[src/rtl/gba_pkg.sv]
// ----------------------------------------------------------------------------
// gba_pkg
// Types, constants and helper functions of the gradient bandit agent.
// ----------------------------------------------------------------------------
package gba_pkg;

	localparam int NUM_ARMS  = 16;
	localparam int ARM_W     = $clog2(NUM_ARMS);
	localparam int STEP_W    = 20;
	localparam int PREF_W    = 32;
	localparam int PROB_W    = 17;
	localparam int REG_IDX_W = 1;
	localparam int WR_W      = 16;

	// Serial divider sizes: dividend, divisor, iteration counter
	localparam int DIV_NW = 33;
	localparam int DIV_DW = 21;
	localparam int DIV_CW = $clog2(DIV_NW);

	localparam logic [16:0] LOG2E_Q16 = 17'd94548;
	localparam logic [16:0] PROB_ONE  = 17'd65536;

	// Item kinds
	localparam logic [1:0] ACT_CHOOSE  = 2'd0;
	localparam logic [1:0] ACT_REWARD  = 2'd1;
	localparam logic [1:0] ACT_RESTART = 2'd2;

	// Register indexes
	localparam logic [REG_IDX_W-1:0] REG_STEP_SIZE = 1'd0;
	localparam logic [REG_IDX_W-1:0] REG_ARMS      = 1'd1;

	localparam logic [15:0] STEP_SIZE_RST = 16'd6554;
	localparam logic [4:0]  ARMS_RST      = 5'd10;

	// Datapath operations issued by the controller
	typedef enum logic [3:0] {
		OP_IDLE,
		OP_MAX,
		OP_EXP_MUL,
		OP_EXP_ACC,
		OP_DIV_GO,
		OP_DIV_WAIT,
		OP_SAMPLE,
		OP_BASE_GO,
		OP_BASE_WAIT,
		OP_DELTA,
		OP_UPD_MUL,
		OP_UPD_APPLY,
		OP_CLEAR,
		OP_DONE
	} op_t;

	typedef struct packed {
		logic             accept;
		op_t              op;
		logic [ARM_W-1:0] idx;
	} cmd_t;

	typedef struct packed {
		logic div_done;
		logic hit;
		logic idx_last;
	} stat_t;

	// 2^(-k/16) in Q1.16
	function automatic logic [16:0] pow2_frac(input logic [3:0] k);
		logic [16:0] v;
		case (k)
			4'd0:    v = 17'd65536;
			4'd1:    v = 17'd62757;
			4'd2:    v = 17'd60097;
			4'd3:    v = 17'd57549;
			4'd4:    v = 17'd55110;
			4'd5:    v = 17'd52773;
			4'd6:    v = 17'd50535;
			4'd7:    v = 17'd48393;
			4'd8:    v = 17'd46341;
			4'd9:    v = 17'd44376;
			4'd10:   v = 17'd42495;
			4'd11:   v = 17'd40693;
			4'd12:   v = 17'd38968;
			4'd13:   v = 17'd37316;
			4'd14:   v = 17'd35734;
			default: v = 17'd34219;
		endcase
		return v;
	endfunction

	// Saturate a 36-bit signed value to int32
	function automatic logic signed [31:0] sat32(input logic signed [35:0] v);
		logic signed [31:0] r;
		if (v > 36'sh0_7FFF_FFFF)
			r = 32'sh7FFF_FFFF;
		else if (v < -36'sh0_8000_0000)
			r = 32'sh8000_0000;
		else
			r = v[31:0];
		return r;
	endfunction

endpackage

[src/rtl/gba_ctrl.sv]
// ----------------------------------------------------------------------------
// gba_ctrl
// Sequencer: runs the phases of a choose, reward or restart item, walking the arms in each per-arm phase.
// ----------------------------------------------------------------------------
module gba_ctrl import gba_pkg::*; (
	input  logic       clk,
	input  logic       arst_n,
	input  logic       start,
	input  logic [1:0] action,
	input  stat_t      stat,
	output cmd_t       cmd,
	output logic       busy
);

	typedef enum logic [3:0] {
		S_IDLE,
		S_MAX,
		S_EXP_MUL,
		S_EXP_ACC,
		S_DIV_GO,
		S_DIV_WAIT,
		S_SAMPLE,
		S_BASE_GO,
		S_BASE_WAIT,
		S_DELTA,
		S_UPD_MUL,
		S_UPD_APPLY,
		S_CLEAR,
		S_DONE
	} state_t;

	state_t           state_q;
	logic [ARM_W-1:0] idx_q;
	logic             busy_q;
	logic             accept;

	assign accept = start && !busy_q;

	// Operation decode
	always_comb begin
		cmd.accept = accept;
		cmd.idx    = idx_q;
		case (state_q)
			S_MAX:       cmd.op = OP_MAX;
			S_EXP_MUL:   cmd.op = OP_EXP_MUL;
			S_EXP_ACC:   cmd.op = OP_EXP_ACC;
			S_DIV_GO:    cmd.op = OP_DIV_GO;
			S_DIV_WAIT:  cmd.op = OP_DIV_WAIT;
			S_SAMPLE:    cmd.op = OP_SAMPLE;
			S_BASE_GO:   cmd.op = OP_BASE_GO;
			S_BASE_WAIT: cmd.op = OP_BASE_WAIT;
			S_DELTA:     cmd.op = OP_DELTA;
			S_UPD_MUL:   cmd.op = OP_UPD_MUL;
			S_UPD_APPLY: cmd.op = OP_UPD_APPLY;
			S_CLEAR:     cmd.op = OP_CLEAR;
			S_DONE:      cmd.op = OP_DONE;
			default:     cmd.op = OP_IDLE;
		endcase
	end

	// State, arm index and busy flag
	always_ff @(posedge clk or negedge arst_n) begin
		if (!arst_n) begin
			state_q <= S_IDLE;
			idx_q   <= '0;
			busy_q  <= 1'b0;
		end else begin
			case (state_q)
				S_IDLE: begin
					idx_q <= '0;
					if (accept) begin
						busy_q <= 1'b1;
						case (action)
							ACT_CHOOSE:  state_q <= S_MAX;
							ACT_REWARD:  state_q <= S_BASE_GO;
							ACT_RESTART: state_q <= S_CLEAR;
							default:     state_q <= S_DONE;
						endcase
					end
				end
				S_MAX: begin
					if (stat.idx_last) begin
						idx_q   <= '0;
						state_q <= S_EXP_MUL;
					end else
						idx_q <= idx_q + 1'b1;
				end
				S_EXP_MUL:
					state_q <= S_EXP_ACC;
				S_EXP_ACC: begin
					if (stat.idx_last) begin
						idx_q   <= '0;
						state_q <= S_DIV_GO;
					end else begin
						idx_q   <= idx_q + 1'b1;
						state_q <= S_EXP_MUL;
					end
				end
				S_DIV_GO:
					state_q <= S_DIV_WAIT;
				S_DIV_WAIT: begin
					if (stat.div_done) begin
						if (stat.idx_last) begin
							idx_q   <= '0;
							state_q <= S_SAMPLE;
						end else begin
							idx_q   <= idx_q + 1'b1;
							state_q <= S_DIV_GO;
						end
					end
				end
				S_SAMPLE: begin
					if (stat.hit || stat.idx_last)
						state_q <= S_DONE;
					else
						idx_q <= idx_q + 1'b1;
				end
				S_BASE_GO:
					state_q <= S_BASE_WAIT;
				S_BASE_WAIT: begin
					if (stat.div_done)
						state_q <= S_DELTA;
				end
				S_DELTA: begin
					idx_q   <= '0;
					state_q <= S_UPD_MUL;
				end
				S_UPD_MUL:
					state_q <= S_UPD_APPLY;
				S_UPD_APPLY: begin
					if (stat.idx_last)
						state_q <= S_DONE;
					else begin
						idx_q   <= idx_q + 1'b1;
						state_q <= S_UPD_MUL;
					end
				end
				S_CLEAR:
					state_q <= S_DONE;
				S_DONE: begin
					busy_q  <= 1'b0;
					state_q <= S_IDLE;
				end
				default: begin
					busy_q  <= 1'b0;
					state_q <= S_IDLE;
				end
			endcase
		end
	end

	assign busy = busy_q;

endmodule

[config.mk]
export PLATFORM = sky130hd
export DESIGN_NAME = gba_ctrl
export DESIGN_NICKNAME = d
export VERILOG_FILES = /design/src/rtl/gba_pkg.sv /design/src/rtl/gba_ctrl.sv
export SDC_FILE = /design/constraint.sdc
export NUM_CORES = 1
export LEC_CHECK = 0
export BUFFER_PORTS_ARGS = -buffer_cell sky130_fd_sc_hd__buf_4
export CORE_UTILIZATION = 40
export CTS_CLUSTER_DIAMETER = 200
export DETAILED_ROUTE_END_ITERATION = 12
export GPL_ROUTABILITY_DRIVEN = 0
export HOLD_SLACK_MARGIN = 0.15
export PLACE_DENSITY = 0.68
export SYNTH_ARGS = -nofsm -noshare
export SYNTH_HDL_FRONTEND = slang
export SYNTH_SLANG_ARGS = --single-unit
[constraint.sdc]
create_clock -name clk -period 4.4 [get_ports clk]
set_input_delay 0.88 -clock clk [delete_from_list [all_inputs] [get_ports clk]]
set_output_delay 0.88 -clock clk [all_outputs]
set_load 0.005 [all_outputs]
==> impl_metrics.py, run 1 <==
metrics = {
    "run_status": {
        "status": "finished clean",
    },
    "critical_path": {
        "reg2reg_depth": 5,
        "startpoint_type": "flip-flop",
        "r2r_setup_slack_ns": 2.43,
        "startpoint": "state_q[2]$_DFFE_PN0P_",
        "worstPathRequired_ns": 3.52,
        "crit_slowest_cell": "dfrtp_1",
        "arrival_ns": 1.49,
        "r2r_start": "state_q[2]$_DFFE_PN0P_",
        "crit_buf_inv": 2,
        "critPathMaxStageDelay_ns": 0.72,
        "crit_path_end_kind": "primary output",
        "timing.rr.end": "idx_q[3]$_DFFE_PN0P_",
        "crit_chain": "inv_1 -> a21oi_1 -> buf_4",
        "cp_top_family": "flip-flops",
        "critPathMaxFanout": 22,
        "worstSetupPathType": "flip-flop to primary output",
    },
    "global_route": {
        "grt_pass1_vias": 590,
        "grt_max_degree": 23,
        "gr-total-overflow": 0,
        "grt_util_all_layers": 0.1838,
        "antenna_found_initial": 0,
        "grt_pass1_wl_um": 2628,
    },
    "sta": {
        "rsz0062_at_grt": "no",
        "hold_slack_ns": 0.4246,
        "tns_ns": 0,
        "worstMarginPinSlew_ns": 0.5947,
        "hold_viol": 0,
        "fmax_mhz": 421.6,
        "slew_headroom": 0.6035,
        "skew_ns": 0.0007353,
        "setup_viol": 0,
        "post-route-min-period_ns": 2.372,
        "final_max_slew_viol_count": 0,
        "fin_crit_sh": 0.5391,
    },
    "final_layout": {
        "layout_common_cells": "buf_4, nand2_1, dfrtp_1",
        "fillerInstances": 183,
        "final_nets": 116,
        "num_antenna_cells": 0,
        "area_growth_pct": 18.26,
        "final_common_cell": "buf_4",
        "layout-drive-gt1-share": 0.2547,
        "final_util": 0.5022,
    },
    "power": {
        "vdd_drop_max_uv": 371.4,
        "power_density_nw_per_um2": 665.1,
        "leakagePower_nw": 0.3725,
    },
    "logic_synthesis": {
        "ys_types": 40,
        "synth_top_family_by_area": "compound AO/OA/AOI/OAI gates",
        "syn_area_sq_um": 733.2,
        "avgSynthCellArea_sq_um": 7.800,
        "synth_compound_area_frac": 0.3038,
        "synth-seq-cells": 9,
        "yosys_warnings": 0,
        "synthesis.nets": 103,
        "synth_adder_area_share": 0.01706,
        "synth-simple-area-share": 0.2747,
        "synth_mux_area_frac": 0,
        "synth-seq-area-share": 0.3072,
        "synthXorXnorAreaFrac": 0,
        "syn_inst": 94,
        "synth_flop_cell": "dfrtp_1",
        "synth_edf_count": 0,
        "async_flop_share": 1.000,
    },
    "cts": {
        "numClockSinks": 9,
        "cts_resized": 0,
        "cts-root-buf": "clkbuf_4",
        "clkSlewWorstSetupHoldPaths_ns": 0.06,
        "cts_tree": "built",
        "clock_insertion_delay_worst_skew_ns": 0.26,
        "cts.path.max_buffers": 2,
        "postCtsSetupRepairBufs": 0,
        "cts-buffers-inserted": 3,
        "htreeDepth": 1,
        "hold_buffers": 0,
    },
    "flow_run": {
        "cap_violations": 0,
    },
    "detailed_routing": {
        "route.detailed.drc": 0,
        "wl_met1_um": 713,
        "ant_nets": 0,
        "topRoutingLayerUsed": "met4",
        "wl_met3_um": 89,
        "wl_per_cell_um": 11.63,
        "drt-vias-per-instance": 5.427,
        "wl_um": 1523,
        "wl_met2_um": 700,
        "drtPass1Iterations": 4,
        "via_count": 711,
        "dr.first_iter.drc_count": 17,
    },
    "floorplanning": {
        "fp-row-count": 15,
        "die-height_um": 44.82,
        "start_util": 0.4246,
        "die_w_um": 44.82,
        "pin_count": 18,
        "die_area_sq_um": 2008,
        "fp.coreArea_sq_um": 1727,
    },
    "place": {
        "dpl.hpwl_um": 1107,
        "portBuffers": 17,
    },
    "worst_hold_path": {
        "hold_path_class": "primary input to async pin",
    },
}
==> report_power, final <==
part / internal [mW] / switching (mW)
registers: 0.113 / 0.0915
clock network: 0.0335 / 0.0294
logic: 0.163 / 0.146
==> synth_stat cells, types with 2 or more instances <==
master | instances | area (sq um)
nand2_1 | 13 | 48.80
dfrtp_1 | 9 | 225.2
o21ai_1 | 7 | 35.03
nor2_1 | 5 | 18.77
a31oi_1 | 4 | 25.02
inv_1 | 4 | 15.01
o21ai_0 | 4 | 20.02
a21oi_1 | 3 | 15.01
buf_2 | 3 | 15.01
clkbuf_1 | 3 | 11.26
buf_4 | 2 | 15.01
nand2b_1 | 2 | 12.51
nand3_1 | 2 | 10.01
nor2b_1 | 2 | 12.51
nor3_1 | 2 | 10.01
nor3b_1 | 2 | 15.01
o211a_1 | 2 | 20.02
o31ai_1 | 2 | 15.01
or2_2 | 2 | 12.51
==> stage by stage <==
stage	worst slack (ns)	total power [mW]	instances	instance area, sq um
final	2.028	0.5767	131	867.1
after global routing	1.874	0.6441	131	867.1
after CTS	2.015	0.5826	131	867.1
after detailed placement	2.244	0.5154	127	839.6
after global placement	2.273	0.5115	127	839.6
after floorplan	2.381	0.4369	94	733.2
==> worst reg2reg max path, delay by kind of cell (launching register included) <==
family | cells | cell delay [ns]
compound gates | 2 | 0.39
flops | 1 | 0.72
simple gates | 2 | 0.53
buf+inv | 1 | 0.22
==> flip-flops by register name, indices dropped and copies added (netlist names) <==
| signal | flops |
|---|---|
| idx_q | 4 |
| busy | 1 |
| state_q | 4 |
==> layout make-up <==
cell class | instances | area [sq um] | area share
multi-input combinational | 71 | 436.7 | 0.5036
sequential | 9 | 225.2 | 0.2597
timing repair buffer | 17 | 127.6 | 0.1472
tap | 25 | 31.28 | 0.03608
clock buffer | 3 | 22.52 | 0.02597
inverter | 5 | 18.77 | 0.02165
clock inverter | 1 | 5.005 | 0.005772
==> cells by family (layout without fill, tap and decap cells) <==
group	after synthesis	count (layout)
buf+inv	14	26
compound gates	33	33
simple gates	37	37
flops	9	9
fa+ha+maj	1	1
==> per-layer routing <==
metal  up-vias  track usage
met5         -            0
met4         0      0.07273
met3         2      0.06000
met2        24       0.2441
met1       322       0.2727
li1        363            -
==> worst max-delay path by stage <==
| stage | cells after the start | end |
|---|---|---|
| 2_1_floorplan | 2 | cmd[8] |
| 3_3_place_gp | 3 | cmd[8] |
| 6_report | 3 | cmd[6] |
| 4_1_cts | 3 | cmd[6] |
| 3_5_place_dp | 3 | cmd[8] |
| 5_1_grt | 3 | cmd[6] |
No activity file was read; power rests on OpenSTA's default activity.
==> run 2: changes to the inputs <==
- PLACE_DENSITY: 0.68 -> 0.7
- clock period: 4.4 -> 2 ns (I/O delays scaled with it)
==> run 2 against run 1 <==
Compared with the run above:
- via count is 3.4% higher
- worst setup slack lost 1.9 ns
- power is 130% higher
- die area stayed put
- non-clock buffer count grew 4
- design area rose by 3.6%
- wire length is 10% higher
- global-route usage up 2.4 points
- sequential share of layout area is 0.90 points lower
- combinational power grew to 2.6 times the previous value
- sequential power grew 90%
- critical endpoint is now cmd[5]
- largest cell class unchanged
==> impl_metrics.py, run 2 (same netlist as run 1, synthesis figures left out) <==
metrics = {
    "run_status": {
        "status": "finished clean",
    },
    "floorplanning": {
        "die_area_sq_um": 2008,
        "die-height_um": 44.82,
        "fp-row-count": 15,
        "start_util": 0.4246,
        "fp.coreArea_sq_um": 1727,
        "pin_count": 18,
        "die_w_um": 44.82,
    },
    "detailed_routing": {
        "dr.first_iter.drc_count": 29,
        "via_count": 735,
        "drtPass1Iterations": 4,
        "route.detailed.drc": 0,
        "wl_um": 1680,
        "wl_per_cell_um": 12.44,
        "ant_nets": 0,
        "drt-vias-per-instance": 5.444,
    },
    "critical_path": {
        "r2r_setup_slack_ns": 0.24,
        "crit_path_end_kind": "primary output",
        "worstSetupEndpoint": "cmd[5]",
        "startpoint_type": "flip-flop",
        "worstPathRequired_ns": 1.60,
        "startpoint": "state_q[3]$_DFFE_PN0P_",
        "worstSetupPathType": "flip-flop to primary output",
        "arrival_ns": 1.45,
        "reg2reg_depth": 5,
        "r2r_start": "state_q[0]$_DFFE_PN0P_",
        "critPathMaxFanout": 13,
        "timing.rr.end": "idx_q[3]$_DFFE_PN0P_",
    },
    "cts": {
        "htreeDepth": 1,
        "cts-buffers-inserted": 3,
        "cts.path.max_buffers": 2,
        "cts_tree": "built",
        "clkSlewWorstSetupHoldPaths_ns": 0.06,
        "numClockSinks": 9,
        "cts-root-buf": "clkbuf_4",
        "postCtsSetupRepairBufs": 0,
        "clock_insertion_delay_worst_skew_ns": 0.27,
    },
    "global_route": {
        "antenna_found_initial": 0,
        "grt_pass1_vias": 645,
        "gr-total-overflow": 0,
        "grt_max_degree": 16,
        "grt_util_all_layers": 0.2074,
        "grt_pass1_wl_um": 2863,
    },
    "sta": {
        "setup_viol": 0,
        "hold_viol": 0,
        "post-route-min-period_ns": 1.849,
        "final_max_slew_viol_count": 0,
        "layout_setup_ws_ns": 0.1512,
        "fin_crit_sh": 0.9244,
        "fmax_mhz": 540.9,
        "hold_slack_ns": 0.4317,
        "slew_headroom": 0.7311,
        "tns_ns": 0,
        "skew_ns": 0.003364,
        "rsz0062_at_grt": "no",
        "worstMarginPinSlew_ns": 0.4034,
    },
    "final_layout": {
        "area_growth_pct": 22.53,
        "layout_common_cells": "buf_4, nand2_1, dfrtp_1",
        "fillerInstances": 183,
        "final_common_cell": "buf_4",
        "final_nets": 120,
        "design_area_sq_um": 898.4,
        "num_antenna_cells": 0,
        "layout-drive-gt1-share": 0.2636,
    },
    "place": {
        "pre_cts_ws_ns": 0.2606,
        "portBuffers": 17,
        "dpl_cell_area_sq_um": 862.1,
        "dpl.hpwl_um": 1253,
    },
    "power": {
        "vdd_drop_max_uv": 809.2,
        "power.total_mw": 1.323,
        "power_density_nw_per_um2": 1473,
        "leakagePower_nw": 0.3888,
    },
    "worst_hold_path": {
        "holdPathStages": 3,
        "hold_path_class": "primary input to flip-flop",
    },
    "flow_run": {
        "cap_violations": 0,
    },
}
[run 2: changes by cell type in the layout (fill, tap and decap cells not counted)]
cell / change
buf_4: +3
clkbuf_1: +1
clkinv_2: -1
dlygate4sd3_1: +1
[run 2: final cells by class]
type,count,area [sq um],area share
multi-input combinational,71,436.7,0.4861
sequential,9,225.2,0.2507
timing repair buffer,21,160.2,0.1783
clock buffer,4,26.28,0.02925
tap,25,31.28,0.03482
inverter,5,18.77,0.02089
[run 2: through the flow]
step	instances	util
after floorplan	94	-
after global placement	130	0.4993
after detailed placement	130	0.4993
after CTS	135	0.5203
after global routing	135	0.5203
final	135	0.5203
[run 2: report_power, final]
part	internal [mW]	switching [mW]	leakage, nW
combinational	0.392	0.399	0.261
clock	0.0770	0.0647	0.0150
sequential	0.251	0.139	0.112
total	0.720	0.603	0.389
[run 2: worst max-delay path: stages (launching register included)]
cell	delay, ns
dfrtp_1	0.58
buf_4	0.22
nand2_1	0.07
and2_1	0.17
buf_4	0.13
[run 2: how the worst min path moves through the flow]
stage,slack (ns),startpoint,to
3_3_place_gp,0.23,arst_n,busy$_DFFE_PN0P_
3_5_place_dp,0.23,arst_n,state_q[3]$_DFFE_PN0P_
5_1_grt,0.44,start,busy$_DFFE_PN0P_
2_1_floorplan,0.10,arst_n,busy$_DFFE_PN0P_
6_report,0.43,start,busy$_DFFE_PN0P_
4_1_cts,0.43,start,busy$_DFFE_PN0P_
[run 2: layer usage]
metal	track usage	share of wire	vias up
met1	0.2500	0.45	329
li1	-	-	375
met3	0.07200	0.059	4
met2	0.3265	0.46	27
met4	0.1091	0.024	0
met5	0	0	-
[run 2: repair_timing]
item | 4_1_cts | 5_1_grt
hold buffers | 1 | 0
endpoints found under the hold margin | 9 | 0
resized for setup | 0 | 0
==> run 3: changes to the inputs <==
- BUFFER_PORTS_ARGS: -buffer_cell sky130_fd_sc_hd__buf_4 -> unset
- DONT_BUFFER_PORTS: unset -> 1
- PLACE_DENSITY: 0.7 -> 0.61
==> run 3 against run 2 <==
Compared with the run above:
- clock power down 5%
- combinational power shrank 13%
- power is 9.2% lower
- non-clock buffer count decreased by 17
- largest power group unchanged
- register-to-register slack lost 0.03 ns
- count of clock-buffer cells in the layout is the same
- design area fell by 14%
- sequential share of layout area increased by 4.2 points
- worst setup slack gained 0.062 ns
- wire length decreased by 9.0%
- critical path type is now flip-flop to flip-flop
- sequential cell count is the same
- clock skew is 0.0013 ns higher
==> impl_metrics.py, run 3 (same netlist as run 1, synthesis figures left out) <==
metrics = {
    "run_status": {
        "status": "finished clean",
    },
    "sta": {
        "worstMarginPinSlew_ns": 0.4143,
        "rsz0062_at_grt": "no",
        "post-route-min-period_ns": 1.787,
        "hold_slack_ns": 0.3471,
        "tns_ns": 0,
        "slew_headroom": 0.7238,
        "skew_ns": 0.004619,
        "setup_viol": 0,
        "final_max_slew_viol_count": 0,
        "fin_crit_sh": 0.8933,
        "fmax_mhz": 559.8,
        "hold_viol": 0,
    },
    "final_layout": {
        "area_growth_pct": 5.119,
        "final_nets": 103,
        "final_common_cell": "nand2_1",
        "layout_common_cells": "nand2_1, dfrtp_1, o21ai_1",
        "design_area_sq_um": 770.7,
        "layout-drive-gt1-share": 0.1290,
        "num_antenna_cells": 0,
    },
    "detailed_routing": {
        "drt-vias-per-instance": 5.669,
        "wl_um": 1528,
        "dr.first_iter.drc_count": 8,
        "wl_per_cell_um": 12.95,
        "route.detailed.drc": 0,
        "via_count": 669,
        "drtPass1Iterations": 4,
        "ant_nets": 0,
    },
    "place": {
        "dpl_cell_area_sq_um": 734.5,
        "portBuffers": 0,
        "dpl.hpwl_um": 1145,
    },
    "power": {
        "vdd_drop_max_uv": 842.6,
        "power_density_nw_per_um2": 1559,
        "leakagePower_nw": 0.3042,
        "power.total_mw": 1.201,
    },
    "cts": {
        "cts.path.max_buffers": 2,
        "clock_insertion_delay_worst_skew_ns": 0.26,
        "htreeDepth": 1,
        "cts-root-buf": "clkbuf_4",
        "postCtsSetupRepairBufs": 0,
        "clkSlewWorstSetupHoldPaths_ns": 0.06,
        "cts-buffers-inserted": 3,
        "numClockSinks": 9,
        "cts_tree": "built",
    },
    "floorplanning": {
        "fp.coreArea_sq_um": 1727,
        "die-height_um": 44.82,
        "pin_count": 18,
        "start_util": 0.4246,
        "die_area_sq_um": 2008,
        "fp-row-count": 15,
        "die_w_um": 44.82,
    },
    "critical_path": {
        "worstPathRequired_ns": 2.14,
        "crit_path_end_kind": "flip-flop",
        "reg2reg_depth": 5,
        "worstSetupPathType": "flip-flop to flip-flop",
        "critPathMaxFanout": 15,
        "timing.rr.end": "idx_q[3]$_DFFE_PN0P_",
        "arrival_ns": 1.92,
        "r2r_setup_slack_ns": 0.21,
        "startpoint": "state_q[0]$_DFFE_PN0P_",
        "worstSetupEndpoint": "idx_q[3]$_DFFE_PN0P_",
        "r2r_start": "state_q[0]$_DFFE_PN0P_",
        "startpoint_type": "flip-flop",
    },
    "global_route": {
        "grt_util_all_layers": 0.1674,
        "antenna_found_initial": 0,
        "grt_pass1_wl_um": 2428,
        "gr-total-overflow": 0,
        "grt_pass1_vias": 578,
        "grt_max_degree": 18,
    },
    "flow_run": {
        "cap_violations": 0,
    },
    "worst_hold_path": {
        "worstHoldStart": "action[1]",
        "hold_path_class": "primary input to flip-flop",
    },
}
[run 3: cell count changes in the layout (fill, tap and decap cells not counted), sizes merged]
cell  delta
buf     -17
[run 3: worst min-delay path by stage]
stage	to	slack, ns	cells after the start
floorplan	busy$_DFFE_PN0P_	0.10	0
global placement	idx_q[1]$_DFFE_PN0P_	0.10	0
detailed placement	idx_q[1]$_DFFE_PN0P_	0.10	0
finish	state_q[3]$_DFFE_PN0P_	0.35	2
global route	state_q[3]$_DFFE_PN0P_	0.34	2
CTS	state_q[3]$_DFFE_PN0P_	0.34	2
[run 3: per-stage QoR]
step / instances / util / setup slack [ns]
after floorplan: 94 / - / 0.4944
after global placement: 113 / 0.4254 / 0.2615
after detailed placement: 113 / 0.4254 / 0.2516
after CTS: 118 / 0.4464 / 0.2415
after global routing: 118 / 0.4464 / 0.1060
final: 118 / 0.4464 / 0.2135
[run 3: worst max-delay path, cell delays in order (launching register included)]
cell	delay, ns
dfrtp_1	0.59
and4bb_4	0.27
a32o_1	0.22
nor3_2	0.31
or2_4	0.20
o211ai_1	0.08
[run 3: what timing repair did]
item / CTS / global route
resized for setup: 0 / 0
hold buffers: 1 / 0
hold endpoints to repair: 9 / 0
[run 3: report_power, final]
group          switching (mW)  total, mW  leakage, nW  internal [mW]
Clock                  0.0586      0.135       0.0150         0.0766
Combinational           0.384      0.685        0.177          0.302
Sequential              0.129      0.381        0.112          0.252
[run 3: metal layers]
layer  vias up  GRT usage  share of wire
met5         -          0              0
li1        339          -              -
met1       316     0.2290           0.48
met3         0    0.08000          0.060
met4         0          0              0
met2        14     0.2588           0.45
[run 3: layout make-up]
| cell class | count | area, sq um |
|---|---|---|
| Fill cell | 179 | 955.9 |
| Multi-Input combinational cell | 71 | 436.7 |
| Sequential cell | 9 | 225.2 |
| Timing Repair Buffer | 4 | 32.53 |
| Tap cell | 25 | 31.28 |
| Clock buffer | 4 | 26.28 |
| Inverter | 5 | 18.77 |
